`src/rtl/olir_pkg.sv`:
```
// ----------------------------------------------------------------------------
// olir_pkg
// Shared types and codes for the ordered list with positional insert and
// remove.
// ----------------------------------------------------------------------------
package olir_pkg;

  // Operation codes carried in the command field.
  localparam logic CMD_INSERT = 1'b0;
  localparam logic CMD_REMOVE = 1'b1;

  // Result status codes.
  typedef enum logic [1:0] {
    ST_DONE  = 2'd0,
    ST_RANGE = 2'd1,
    ST_FULL  = 2'd2
  } status_e;

  localparam int unsigned ValueW = 32;

  // Shift control broadcast to every cell of the chain.
  typedef struct packed {
    logic ins;  // open a gap at the position and write the new value
    logic rem;  // close the gap at the position
  } shift_ctl_t;

endpackage

```
`src/rtl/olir_cell.sv`:
```
// ----------------------------------------------------------------------------
// olir_cell
// One storage cell of the list chain. It compares its own index with the
// operation position and takes data from its left or right neighbour.
// ----------------------------------------------------------------------------
module olir_cell #(
  parameter int unsigned Index = 0,
  parameter int unsigned CntW  = 5
) (
  input  logic                                clk_i,
  input  olir_pkg::shift_ctl_t                ctl_i,
  input  logic [CntW-1:0]                     pos_i,
  input  logic [olir_pkg::ValueW-1:0]         value_i,
  input  logic [olir_pkg::ValueW-1:0]         left_i,
  input  logic [olir_pkg::ValueW-1:0]         right_i,
  output logic [olir_pkg::ValueW-1:0]         data_o,
  output logic [olir_pkg::ValueW-1:0]         hit_data_o
);

  localparam logic [CntW-1:0] MyIdx = CntW'(Index);

  logic [olir_pkg::ValueW-1:0] data_q, data_d;
  logic                        at_pos;
  logic                        above_pos;

  assign at_pos    = (pos_i == MyIdx);
  assign above_pos = (MyIdx > pos_i);

  always_comb begin
    data_d = data_q;
    if (ctl_i.ins) begin
      if (above_pos) begin
        data_d = left_i;
      end else if (at_pos) begin
        data_d = value_i;
      end
    end else if (ctl_i.rem) begin
      if (above_pos || at_pos) begin
        data_d = right_i;
      end
    end
  end

  always_ff @(posedge clk_i) begin
    data_q <= data_d;
  end

  assign data_o     = data_q;
  // Only the cell at the position drives its value onto the read-out OR tree.
  assign hit_data_o = at_pos ? data_q : '0;

endmodule

```
`src/rtl/ordered_list_insert_remove.sv`:
```
// ----------------------------------------------------------------------------
// ordered_list_insert_remove
// Bounded ordered list held in a chain of cells that all shift in parallel.
// ----------------------------------------------------------------------------
// The result of each input transfer is registered before it appears on the output.
// Throughput: one operation per cycle while the output is not stalled; every cell
// shifts in the same cycle, so the chain update and the registered result set the figure.
// A new item is taken while the result register is empty or being drained.
// Reset empties the list; cell contents are not cleared and are never read
// beyond the count.
module ordered_list_insert_remove #(
  parameter int unsigned CAPACITY = 16
) (
  input  logic                          clk_i,
  input  logic                          rst_ni,
  input  logic                          s_axis_tvalid_i,
  output logic                          s_axis_tready_o,
  // cmd, position, value (low bit up)
  input  logic [((1+$clog2(CAPACITY+1)+32+7)/8)*8-1:0] s_axis_tdata_i,
  output logic                          m_axis_tvalid_o,
  input  logic                          m_axis_tready_i,
  // status, removed_value, count (low bit up)
  output logic [((2+32+$clog2(CAPACITY+1)+7)/8)*8-1:0] m_axis_tdata_o
);

  localparam int unsigned CntW = $clog2(CAPACITY + 1);
  localparam int unsigned VW   = olir_pkg::ValueW;
  localparam int unsigned OutW = ((2 + VW + CntW + 7) / 8) * 8;
  localparam logic [CntW-1:0] Full = CntW'(CAPACITY);

  logic            in_cmd;
  logic [CntW-1:0] in_pos;
  logic [VW-1:0]   in_value;

  assign in_cmd   = s_axis_tdata_i[0];
  assign in_pos   = s_axis_tdata_i[CntW:1];
  assign in_value = s_axis_tdata_i[CntW+VW:CntW+1];

  logic [CntW-1:0]      count_q, count_d;
  logic                 out_valid_q;
  olir_pkg::status_e    status_q, status_d;
  logic [VW-1:0]        removed_q, removed_d;
  logic [CntW-1:0]      out_count_q;
  logic                 accept;
  olir_pkg::shift_ctl_t ctl;

  logic [VW-1:0] cell_data [CAPACITY];
  logic [VW-1:0] cell_hit  [CAPACITY];
  logic [VW-1:0] hit_value;

  assign s_axis_tready_o = !out_valid_q || m_axis_tready_i;
  assign accept          = s_axis_tvalid_i && s_axis_tready_o;

  always_comb begin
    hit_value = '0;
    for (int i = 0; i < CAPACITY; i++) begin
      hit_value = hit_value | cell_hit[i];
    end
  end

  always_comb begin
    ctl       = '0;
    count_d   = count_q;
    status_d  = olir_pkg::ST_DONE;
    removed_d = '0;
    if (in_cmd == olir_pkg::CMD_INSERT) begin
      if (in_pos > count_q) begin
        status_d = olir_pkg::ST_RANGE;
      end else if (count_q == Full) begin
        status_d = olir_pkg::ST_FULL;
      end else begin
        ctl.ins = accept;
        count_d = count_q + 1'b1;
      end
    end else begin
      if (in_pos >= count_q) begin
        status_d = olir_pkg::ST_RANGE;
      end else begin
        ctl.rem   = accept;
        count_d   = count_q - 1'b1;
        removed_d = hit_value;
      end
    end
  end

  for (genvar g = 0; g < CAPACITY; g++) begin : g_cell
    logic [VW-1:0] left_w, right_w;
    if (g == 0) begin : g_first
      assign left_w = '0;
    end else begin : g_mid_l
      assign left_w = cell_data[g-1];
    end
    if (g == CAPACITY - 1) begin : g_last
      assign right_w = '0;
    end else begin : g_mid_r
      assign right_w = cell_data[g+1];
    end
    olir_cell #(
      .Index (g),
      .CntW  (CntW)
    ) u_cell (
      .clk_i      (clk_i),
      .ctl_i      (ctl),
      .pos_i      (in_pos),
      .value_i    (in_value),
      .left_i     (left_w),
      .right_i    (right_w),
      .data_o     (cell_data[g]),
      .hit_data_o (cell_hit[g])
    );
  end

  always_ff @(posedge clk_i or negedge rst_ni) begin
    if (!rst_ni) begin
      count_q     <= '0;
      out_valid_q <= 1'b0;
    end else begin
      if (accept) begin
        count_q     <= count_d;
        out_valid_q <= 1'b1;
      end else if (m_axis_tready_i) begin
        out_valid_q <= 1'b0;
      end
    end
  end

  always_ff @(posedge clk_i) begin
    if (accept) begin
      status_q    <= status_d;
      removed_q   <= removed_d;
      out_count_q <= count_d;
    end
  end

  assign m_axis_tvalid_o = out_valid_q;
  assign m_axis_tdata_o  = OutW'({out_count_q, removed_q, status_q});

endmodule

```
`config.mk`:
```
export PLATFORM = sky130hd
export DESIGN_NAME = ordered_list_insert_remove
export DESIGN_NICKNAME = d
export VERILOG_FILES = /design/src/rtl/olir_pkg.sv /design/src/rtl/olir_cell.sv /design/src/rtl/ordered_list_insert_remove.sv
export SDC_FILE = /design/constraint.sdc
export NUM_CORES = 1
export LEC_CHECK = 0
export BUFFER_PORTS_ARGS = -buffer_cell sky130_fd_sc_hd__buf_2
export CORE_MARGIN = 2
export CORE_UTILIZATION = 30
export CTS_CLUSTER_DIAMETER = 150
export DETAILED_ROUTE_END_ITERATION = 8
export PLACE_DENSITY = 0.43
export SLEW_MARGIN = 20
export SYNTH_ARGS = -nofsm -noshare
export SYNTH_HDL_FRONTEND = slang
export SYNTH_SLANG_ARGS = --single-unit
```
`constraint.sdc`:
```
create_clock -name clk_i -period 5.3 [get_ports clk_i]
set_input_delay 0.53 -clock clk_i [delete_from_list [all_inputs] [get_ports clk_i]]
set_output_delay 0.53 -clock clk_i [all_outputs]
set_load 0.02 [all_outputs]
```
==> summary.txt, run 1 <==
Detailed routing
  – Met3 WL post-DR: 8940 um
  – Via Count: 23128
  – Wire length on met2: 61400 um
  – WL/cell: 32.8 um
  – DRT Pass-1 Iters: 6
  – DR iter-0 viols: 2330
  – DR top layer: met5
  – Final ANT Viol Nets: 0
  – Final WL: 131000 um
  – Number of vias per cell: 5.78
  – Residual DRC: 0
  – Wl on met1: 56800 um

Power and ir drop
  – Int Power: 9020 uW
  – Net Sw Frac: 28.9%
  – Flop pwr share: 43.3%
  – VDD IR max: 0.226 mV
  – Clock share of power: 36.9%
  – Pwr dens: 342 nW/um^2
  – Gate power share: 19.8%
  – Leakage: 0.0124 uW
  – Net Sw Power: 3670 uW

Clock tree
  – H-tree levels: 3
  – Root Driver: clkbuf_16
  – Worst-path clk slew: 0.06 ns
  – TritonCTS clock tree: yes
  – Clock buffer depth: 3
  – CTS buffer count: 71
  – # Post-CTS Setup Buffers: 0
  – Clock tree sinks: 557
  – Clk_lat worst skew: 0.63 ns

Setup path
  – Crit path cell chain: inv_1 > ha_1 > and3_1 > o21a_1 > o31a_1 > nor4_4 > buf_12 > buf_12 > mux2_2
  – End of the worst register-to-register path: g_cell[5].u_cell.data_o[20]$_DFFE_PP_
  – Critical path data arrival time: 4.07 ns
  – Critical path's slowest cell: nor4_4
  – Reg-to-reg critical path startpoint: count_q[2]$_DFFE_PN0P_
  – Critical path launch point type: flip-flop
  – Crit path from: count_q[2]$_DFFE_PN0P_
  – Crit path to: g_cell[5].u_cell.data_o[20]$_DFFE_PP_
  – Setup crit end kind: flip-flop
  – Worst-path maximum fanout: 34
  – CP Data Required Time: 5.66 ns
  – Crit path kind: reg2reg
  – Most used cell, CP: buf_12
  – Crit path largest cell delay: 0.88 ns
  – R2R Setup Slk: 1.60 ns
  – Worst Reg-to-Reg Cells: 9

Yosys
  – Post-synth top area share: 51.5%
  – Yosys reg bits: 557
  – Xor and xnor fraction of the mapped netlist area: 0.164%
  – Mapped Avg Cell Area: 12.9 um^2
  – Top post-synthesis cells by area: edfxtp_1 52%, mux2_2 29%, nand2_1 3.6%
  – Main combinational cell family by area after synthesis: multiplexers
  – Post-synthesis compound-gate area fraction: 7.80%
  – Number of synthesized flops with an enable pin: 551
  – Synth Area in Adders: 0.273%
  – Multiplexer share of the synthesized area: 29.3%
  – Syn nets: 2544
  – Synth cell types: 52
  – Yosys warns: 0
  – Simple-gate share of the synthesized area: 7.07%
  – Register area share after synthesis: 52.0%
  – Mapped cell area: 32100 um^2
  – Synth Instances: 2493
  – Top FF cell, synth: edfxtp_1
  – Post-synth ARST share: 1.08%
  – Synth area leader: edfxtp_1

Layout
  – Layout cells sized above 1: 45.2%
  – Final #Nets: 2596
  – Area Overhead vs Synth: 15.4%
  – Multi-input gate area: 14600 um^2
  – Register area: 16700 um^2
  – Final core area utilization: 34.7%
  – Finished Layout Cells: 4004
  – Commonest cells after routing, fill and taps aside: 816 x mux2_2, 551 x edfxtp_1, 306 x nand2_1, 100 x buf_4, 82 x buf_2
  – Commonest non-fill, non-tap cell in the layout: mux2_2
  – Filler cells: 10389

Floorplanning
  – Die W: 331 um
  – I/O pin total: 86
  – Die ar.: 110000 um^2
  – Die Span Y: 331 um
  – Initial core utilization: 30.1%
  – Rows: 120
  – Core Area: 107000 um^2

STA
  – Pins Over Slew Limit: 0
  – Clock skew: 0.0307 ns
  – Slew @ Worst Pin: 1.09 ns
  – Rel. slew slack: 27.4%
  – Final TNS setup: 0 ns
  – Min cycle time layout: 3.70 ns
  – Final hold violation count: 0
  – Final setup viols: 0
  – FMAX: 270 MHz
  – RSZ-0062 raised after global routing: false
  – Final worst-path cycle share: 69.9%
  – Worst hold margin: 0.137 ns

Global routing
  – Largest net degree at the start of global routing: 69
  – First-pass GRT wire length: 182000 um
  – Congestion Overflow GR: 0
  – All-Layer GR Usage: 23.5%
  – Antenna violations before repair: 5
  – Vias in the first global route: 22787

Placement
  – Final GP Congestion: 0.819
  – Number of buffers added on ports: 82
  – Post-DP HPWL: 76300 um
  – Placed instance count: 3874

Run status
  – Status: complete, no violations

Min path
  – Hold Path Class: in2reg

Job
  – Max-cap violations: 0
## through the flow
step	total power, uW	worst slack [ns]	instance area (um^2)
6_report	12700	1.60	37000
5_1_grt	13100	1.40	37000
4_1_cts	12800	1.54	37000
3_5_place_dp	8070	1.13	34900
3_3_place_gp	8030	1.13	34900
2_1_floorplan	7110	0.143	32100
## registers in the layout, indices dropped and copies added, names as in the netlist
register and cells:
status_q 2, out_count_q 5, g_cell.u_cell.data_o 512, m_axis_tvalid_o 1, removed_q 32, count_q 5
## per-layer routing
layer  vias to the layer above  track usage, %
li1                       9772               -
met1                     12087            32.0
met2                      1032            38.2
met3                       231            3.54
met4                         6            7.93
met5                         -               0
## worst min path at each step
stage / depth (start not counted) / endpoint / slack, ns / start
after floorplan: 0 / count_q[0]$_DFFE_PN0P_ / 0.23 / rst_ni
after global placement: 1 / m_axis_tvalid_o$_DFFE_PN0P_ / 0.37 / rst_ni
after detailed placement: 1 / m_axis_tvalid_o$_DFFE_PN0P_ / 0.37 / rst_ni
after CTS: 2 / m_axis_tvalid_o$_DFFE_PN0P_ / 0.09 / s_axis_tvalid_i
after global routing: 2 / m_axis_tvalid_o$_DFFE_PN0P_ / 0.14 / s_axis_tvalid_i
final: 2 / m_axis_tvalid_o$_DFFE_PN0P_ / 0.14 / s_axis_tvalid_i
## what timing repair did
action | in CTS | in global routing
hold buffers | 1 | 0
resized for setup | 0 | 0
endpoints found under the hold margin | 6 | 0
## worst max-delay path: cells and delay by family, from the launching register on
| family | cells | cell delay (ns) |
|---|---|---|
| buffers and inverters | 3 | 0.65 |
| AOI/OAI and AO/OA | 2 | 0.58 |
| adders and majority gates | 1 | 0.29 |
| DFF | 1 | 0.46 |
| and+or+nand+nor | 2 | 1.07 |
| muxes | 1 | 0.36 |
## kinds of logic (layout without fill, tap and decap cells)
kind of cell	Yosys count	in the layout
AOI/OAI and AO/OA	330	330
muxes	839	839
DFF	557	557
xor gates and xnor gates	6	6
other	1	2
adders and majority gates	7	7
and+or+nand+nor	497	497
buffers and inverters	256	363
## Yosys cell counts, types with 2 or more instances
| master | instances |
|---|---|
| a22oi_1 | 65 |
| a31oi_1 | 35 |
| or4_1 | 2 |
| nor3_1 | 8 |
| buf_1 | 5 |
| inv_1 | 25 |
| o31ai_1 | 3 |
| o2bb2ai_1 | 3 |
| nor4_1 | 3 |
| buf_2 | 66 |
| a222oi_1 | 7 |
| a211oi_1 | 3 |
| mux2i_1 | 21 |
| mux2_2 | 816 |
| nor2b_1 | 6 |
| a22o_1 | 67 |
| xnor2_1 | 6 |
| nand2_1 | 307 |
| nand3_1 | 45 |
| mux2_1 | 2 |
| buf_6 | 2 |
| dfrtp_1 | 6 |
| and4_1 | 13 |
| a2111oi_0 | 17 |
| clkbuf_1 | 155 |
| and3_1 | 42 |
| a21o_1 | 4 |
| buf_4 | 3 |
| a31o_2 | 2 |
| a221oi_1 | 60 |
| o21a_1 | 2 |
| nor3b_1 | 2 |
| a21oi_1 | 57 |
| edfxtp_1 | 551 |
| and2_1 | 16 |
| nand2b_1 | 5 |
| nor2_1 | 28 |
| or2_2 | 4 |
| ha_1 | 7 |
| nand4_1 | 10 |
## cell type report
cell class                      count  share of cell area (%)
Timing Repair Buffer              210                    4.62
Antenna cell                        1                 0.00676
Clock buffer                       92                    5.12
Tap cell                         1403                    4.74
Clock inverter                     36                   0.676
Inverter                           25                   0.253
Sequential cell                   557                    45.1
Multi-Input combinational cell   1680                    39.5
## power groups by stage
stage	logic [uW]	clock network [uW]	registers, uW
after detailed placement	2500	0	5580
after global placement	2460	0	5570
after floorplan	1560	0	5540
after global routing	2650	4960	5520
final	2510	4680	5490
after CTS	2500	4810	5490
Power figures use the tool's default switching activity.
==> inputs of run 2 (changes only) <==
- ABC_AREA: not set -> 1
- clock period: 5.3 -> 3 ns (I/O delays scaled with it)
==> run 2 against run 1 <==
Sequential share of layout area shrank 1.2 points. Non-clock buffer count grew 80. Count of clock-buffer cells in the layout shrank 2. Critical path type unchanged. Synthesized cell count grew 67%. Cell count grew 42%. Worst hold slack lost 0.052 ns. Design area grew 2.7%. Global-route usage grew 2.7 points. Register-to-register slack lost 1.4 ns. Critical path depth grew 4.
==> summary.txt, run 2 <==
Run status
  – Status: complete, no violations

Layout
  – Final core area utilization: 35.6%
  – Commonest cells after routing, fill and taps aside: 1652 x nand2_1, 720 x o21ai_0, 551 x edfxtp_1, 316 x inv_1, 197 x nor2_1
  – Area Overhead vs Synth: 18.1%
  – Max reg flops: 512
  – Final #Nets: 4278
  – Layout cells sized above 1: 10.2%
  – Commonest non-fill, non-tap cell in the layout: nand2_1
  – Filler cells: 11312
  – Finished Layout Cells: 5681

Floorplanning
  – Rows: 120
  – Die Span Y: 332 um
  – Initial core utilization: 30.2%
  – Die ar.: 110000 um^2
  – Die W: 332 um
  – I/O pin total: 86
  – Core Area: 107000 um^2

Detailed routing
  – Final WL: 148000 um
  – Via Count: 29943
  – Residual DRC: 0
  – DRT Pass-1 Iters: 8
  – Final ANT Viol Nets: 0
  – Number of vias per cell: 5.27
  – DR iter-0 viols: 3243
  – WL/cell: 26.0 um

Power and ir drop
  – Pwr dens: 570 nW/um^2
  – Overall Power: 21700 uW
  – VDD IR max: 0.346 mV
  – Leakage: 0.0155 uW

Setup path
  – CP Data Required Time: 3.34 ns
  – Crit path kind: reg2reg
  – Worst-path maximum fanout: 6
  – Critical path launch point type: flip-flop
  – Setup crit end kind: flip-flop
  – Critical path data arrival time: 3.10 ns

Yosys
  – Yosys reg bits: 557
  – Top post-synthesis cells by area: edfxtp_1 51%, nand2_1 19%, o21ai_0 11%
  – Post-synth top area share: 51.3%
  – Mapped Avg Cell Area: 7.75 um^2
  – Number of synthesized flops with an enable pin: 551
  – Most frequent cell after synthesis: nand2_1
  – Post-synth ARST share: 1.08%
  – Yosys warns: 0
  – Synth cell types: 31
  – Mapped cell area: 32200 um^2
  – Syn nets: 4208
  – Most frequent cells after synthesis: 1660 x nand2_1, 720 x o21ai_0, 551 x edfxtp_1
  – Top FF cell, synth: edfxtp_1
  – Synth Instances: 4157
  – Synth area leader: edfxtp_1
  – Register area share after synthesis: 51.8%

STA
  – Min cycle time layout: 2.76 ns
  – Slew @ Worst Pin: 0.940 ns
  – FMAX: 363 MHz
  – Rel. slew slack: 37.2%
  – RSZ-0062 raised after global routing: false
  – Final worst-path cycle share: 91.9%
  – Clock skew: 0.0200 ns
  – Pins Over Slew Limit: 0
  – Final TNS setup: 0 ns
  – Final hold violation count: 0
  – Final setup viols: 0

Clock tree
  – Root Driver: clkbuf_16
  – Worst-path clk slew: 0.06 ns
  – Clock buffer depth: 3
  – CTS buffer count: 70
  – # Post-CTS Setup Buffers: 0
  – Clock tree sinks: 557
  – Clk_lat worst skew: 0.64 ns
  – TritonCTS clock tree: yes
  – H-tree levels: 3

Global routing
  – Largest net degree at the start of global routing: 88
  – First-pass GRT wire length: 207000 um
  – Congestion Overflow GR: 0
  – All-Layer GR Usage: 26.3%
  – Antenna violations before repair: 13
  – Vias in the first global route: 27348

Placement
  – Post-DP HPWL: 94400 um
  – Final GP Congestion: 0.839
  – Number of buffers added on ports: 82
  – Placed instance count: 5551

Job
  – Max-cap violations: 0

Min path
  – Hold Path Class: in2reg
-- run 2: cell count changes in the layout (fill, tap and decap cells not counted), moves of 78 or more --
cell      before   now
inv_1         24   316
mux2_2       816     0
nand2_1      306  1652
nand3_1       44   122
nor2_1         9   197
o211ai_1       0    94
o21ai_0        0   720
-- run 2: layout make-up --
type / instances / area, um^2 / share of cell area (%)
clock buffers: 90 / 1890 / 4.97
well taps: 1403 / 1760 / 4.61
diodes: 2 / 5.00 / 0.0132
inverters: 331 / 1250 / 3.28
multi-input cells: 2977 / 13300 / 35.0
flip-flops and latches: 557 / 16700 / 43.9
repair buffers: 290 / 2930 / 7.70
clock inverters: 31 / 220 / 0.579
-- run 2: final timing paths --
| check | to | cells past startpoint | slack [ns] | from |
|---|---|---|---|---|
| setup / recovery | g_cell[14].u_cell.data_o[15]$_DFFE_PP_ | 13 | 0.24 | count_q[3]$_DFFE_PN0P_ |
| hold / removal | g_cell[15].u_cell.data_o[4]$_SDFFCE_PN0P_ | 3 | 0.08 | s_axis_tdata_i[10] |
| setup reg to reg | g_cell[14].u_cell.data_o[15]$_DFFE_PP_ | 13 | 0.24 | count_q[3]$_DFFE_PN0P_ |
| hold reg to reg | g_cell[14].u_cell.data_o[29]$_DFFE_PP_ | 2 | 0.55 | g_cell[15].u_cell.data_o[29]$_SDFFCE_PN0P_ |
| max in group asynchronous | count_q[1]$_DFFE_PN0P_ | 4 | 1.54 | rst_ni |
| min in group asynchronous | count_q[3]$_DFFE_PN0P_ | 3 | 0.52 | rst_ni |
-- run 2: cells by family (layout without fill, tap and decap cells) --
group | Yosys count | in the layout | share of synthesized area (%)
adders and majority gates | 7 | 7 | 0.272
and+or+nand+nor | 2045 | 2045 | 24.7
other | 1 | 3 | 0.0116
xor gates and xnor gates | 5 | 5 | 0.136
AOI/OAI and AO/OA | 919 | 919 | 15.2
buffers and inverters | 623 | 742 | 7.89
DFF | 557 | 557 | 51.8
-- run 2: critical path: stages, from the launching register on --
cell       delay [ns]
dfrtp_2          0.44
inv_2            0.11
ha_1             0.23
nand2_1          0.09
nor2_1           0.07
nand2_1          0.14
nand3_1          0.11
inv_1            0.12
nand2_2          0.09
nand2_2          0.15
nand2_8          0.14
buf_4            0.21
nor2_4           0.27
clkbuf_16        0.27
-- run 2: what timing repair did --
action / in CTS / in global routing
endpoints found under the setup margin: 0 / 41
resized for setup: 0 / 4
endpoints found under the hold margin: 7 / 0
hold buffers: 5 / 0
-- run 2: where the power goes --
part           switching [uW]  internal (uW)  total (uW)
Clock                    3610           4690        8290
Combinational            2810           1220        4030
Sequential                241           9120        9360
Total                    6660          15000       21700
-- run 2: stage by stage --
step / area, um^2 / hold slack, ns / setup slack [ns]
CTS: 38000 / 0.0518 / 0.164
finish: 38100 / 0.0844 / 0.242
detailed placement: 35800 / 0.150 / 0.0616
floorplan: 32400 / 0.00441 / 0.0388
global placement: 35800 / 0.150 / 0.103
global route: 38100 / 0.0769 / 0.0564
-- run 2: per-layer routing --
metal	routed length, um	vias to the layer above	GRT usage [%]
met5	31	-	0
met1	65300	14579	37.1
met2	66100	1227	41.1
li1	-	13907	-
met4	5420	6	8.93
met3	10800	224	3.67
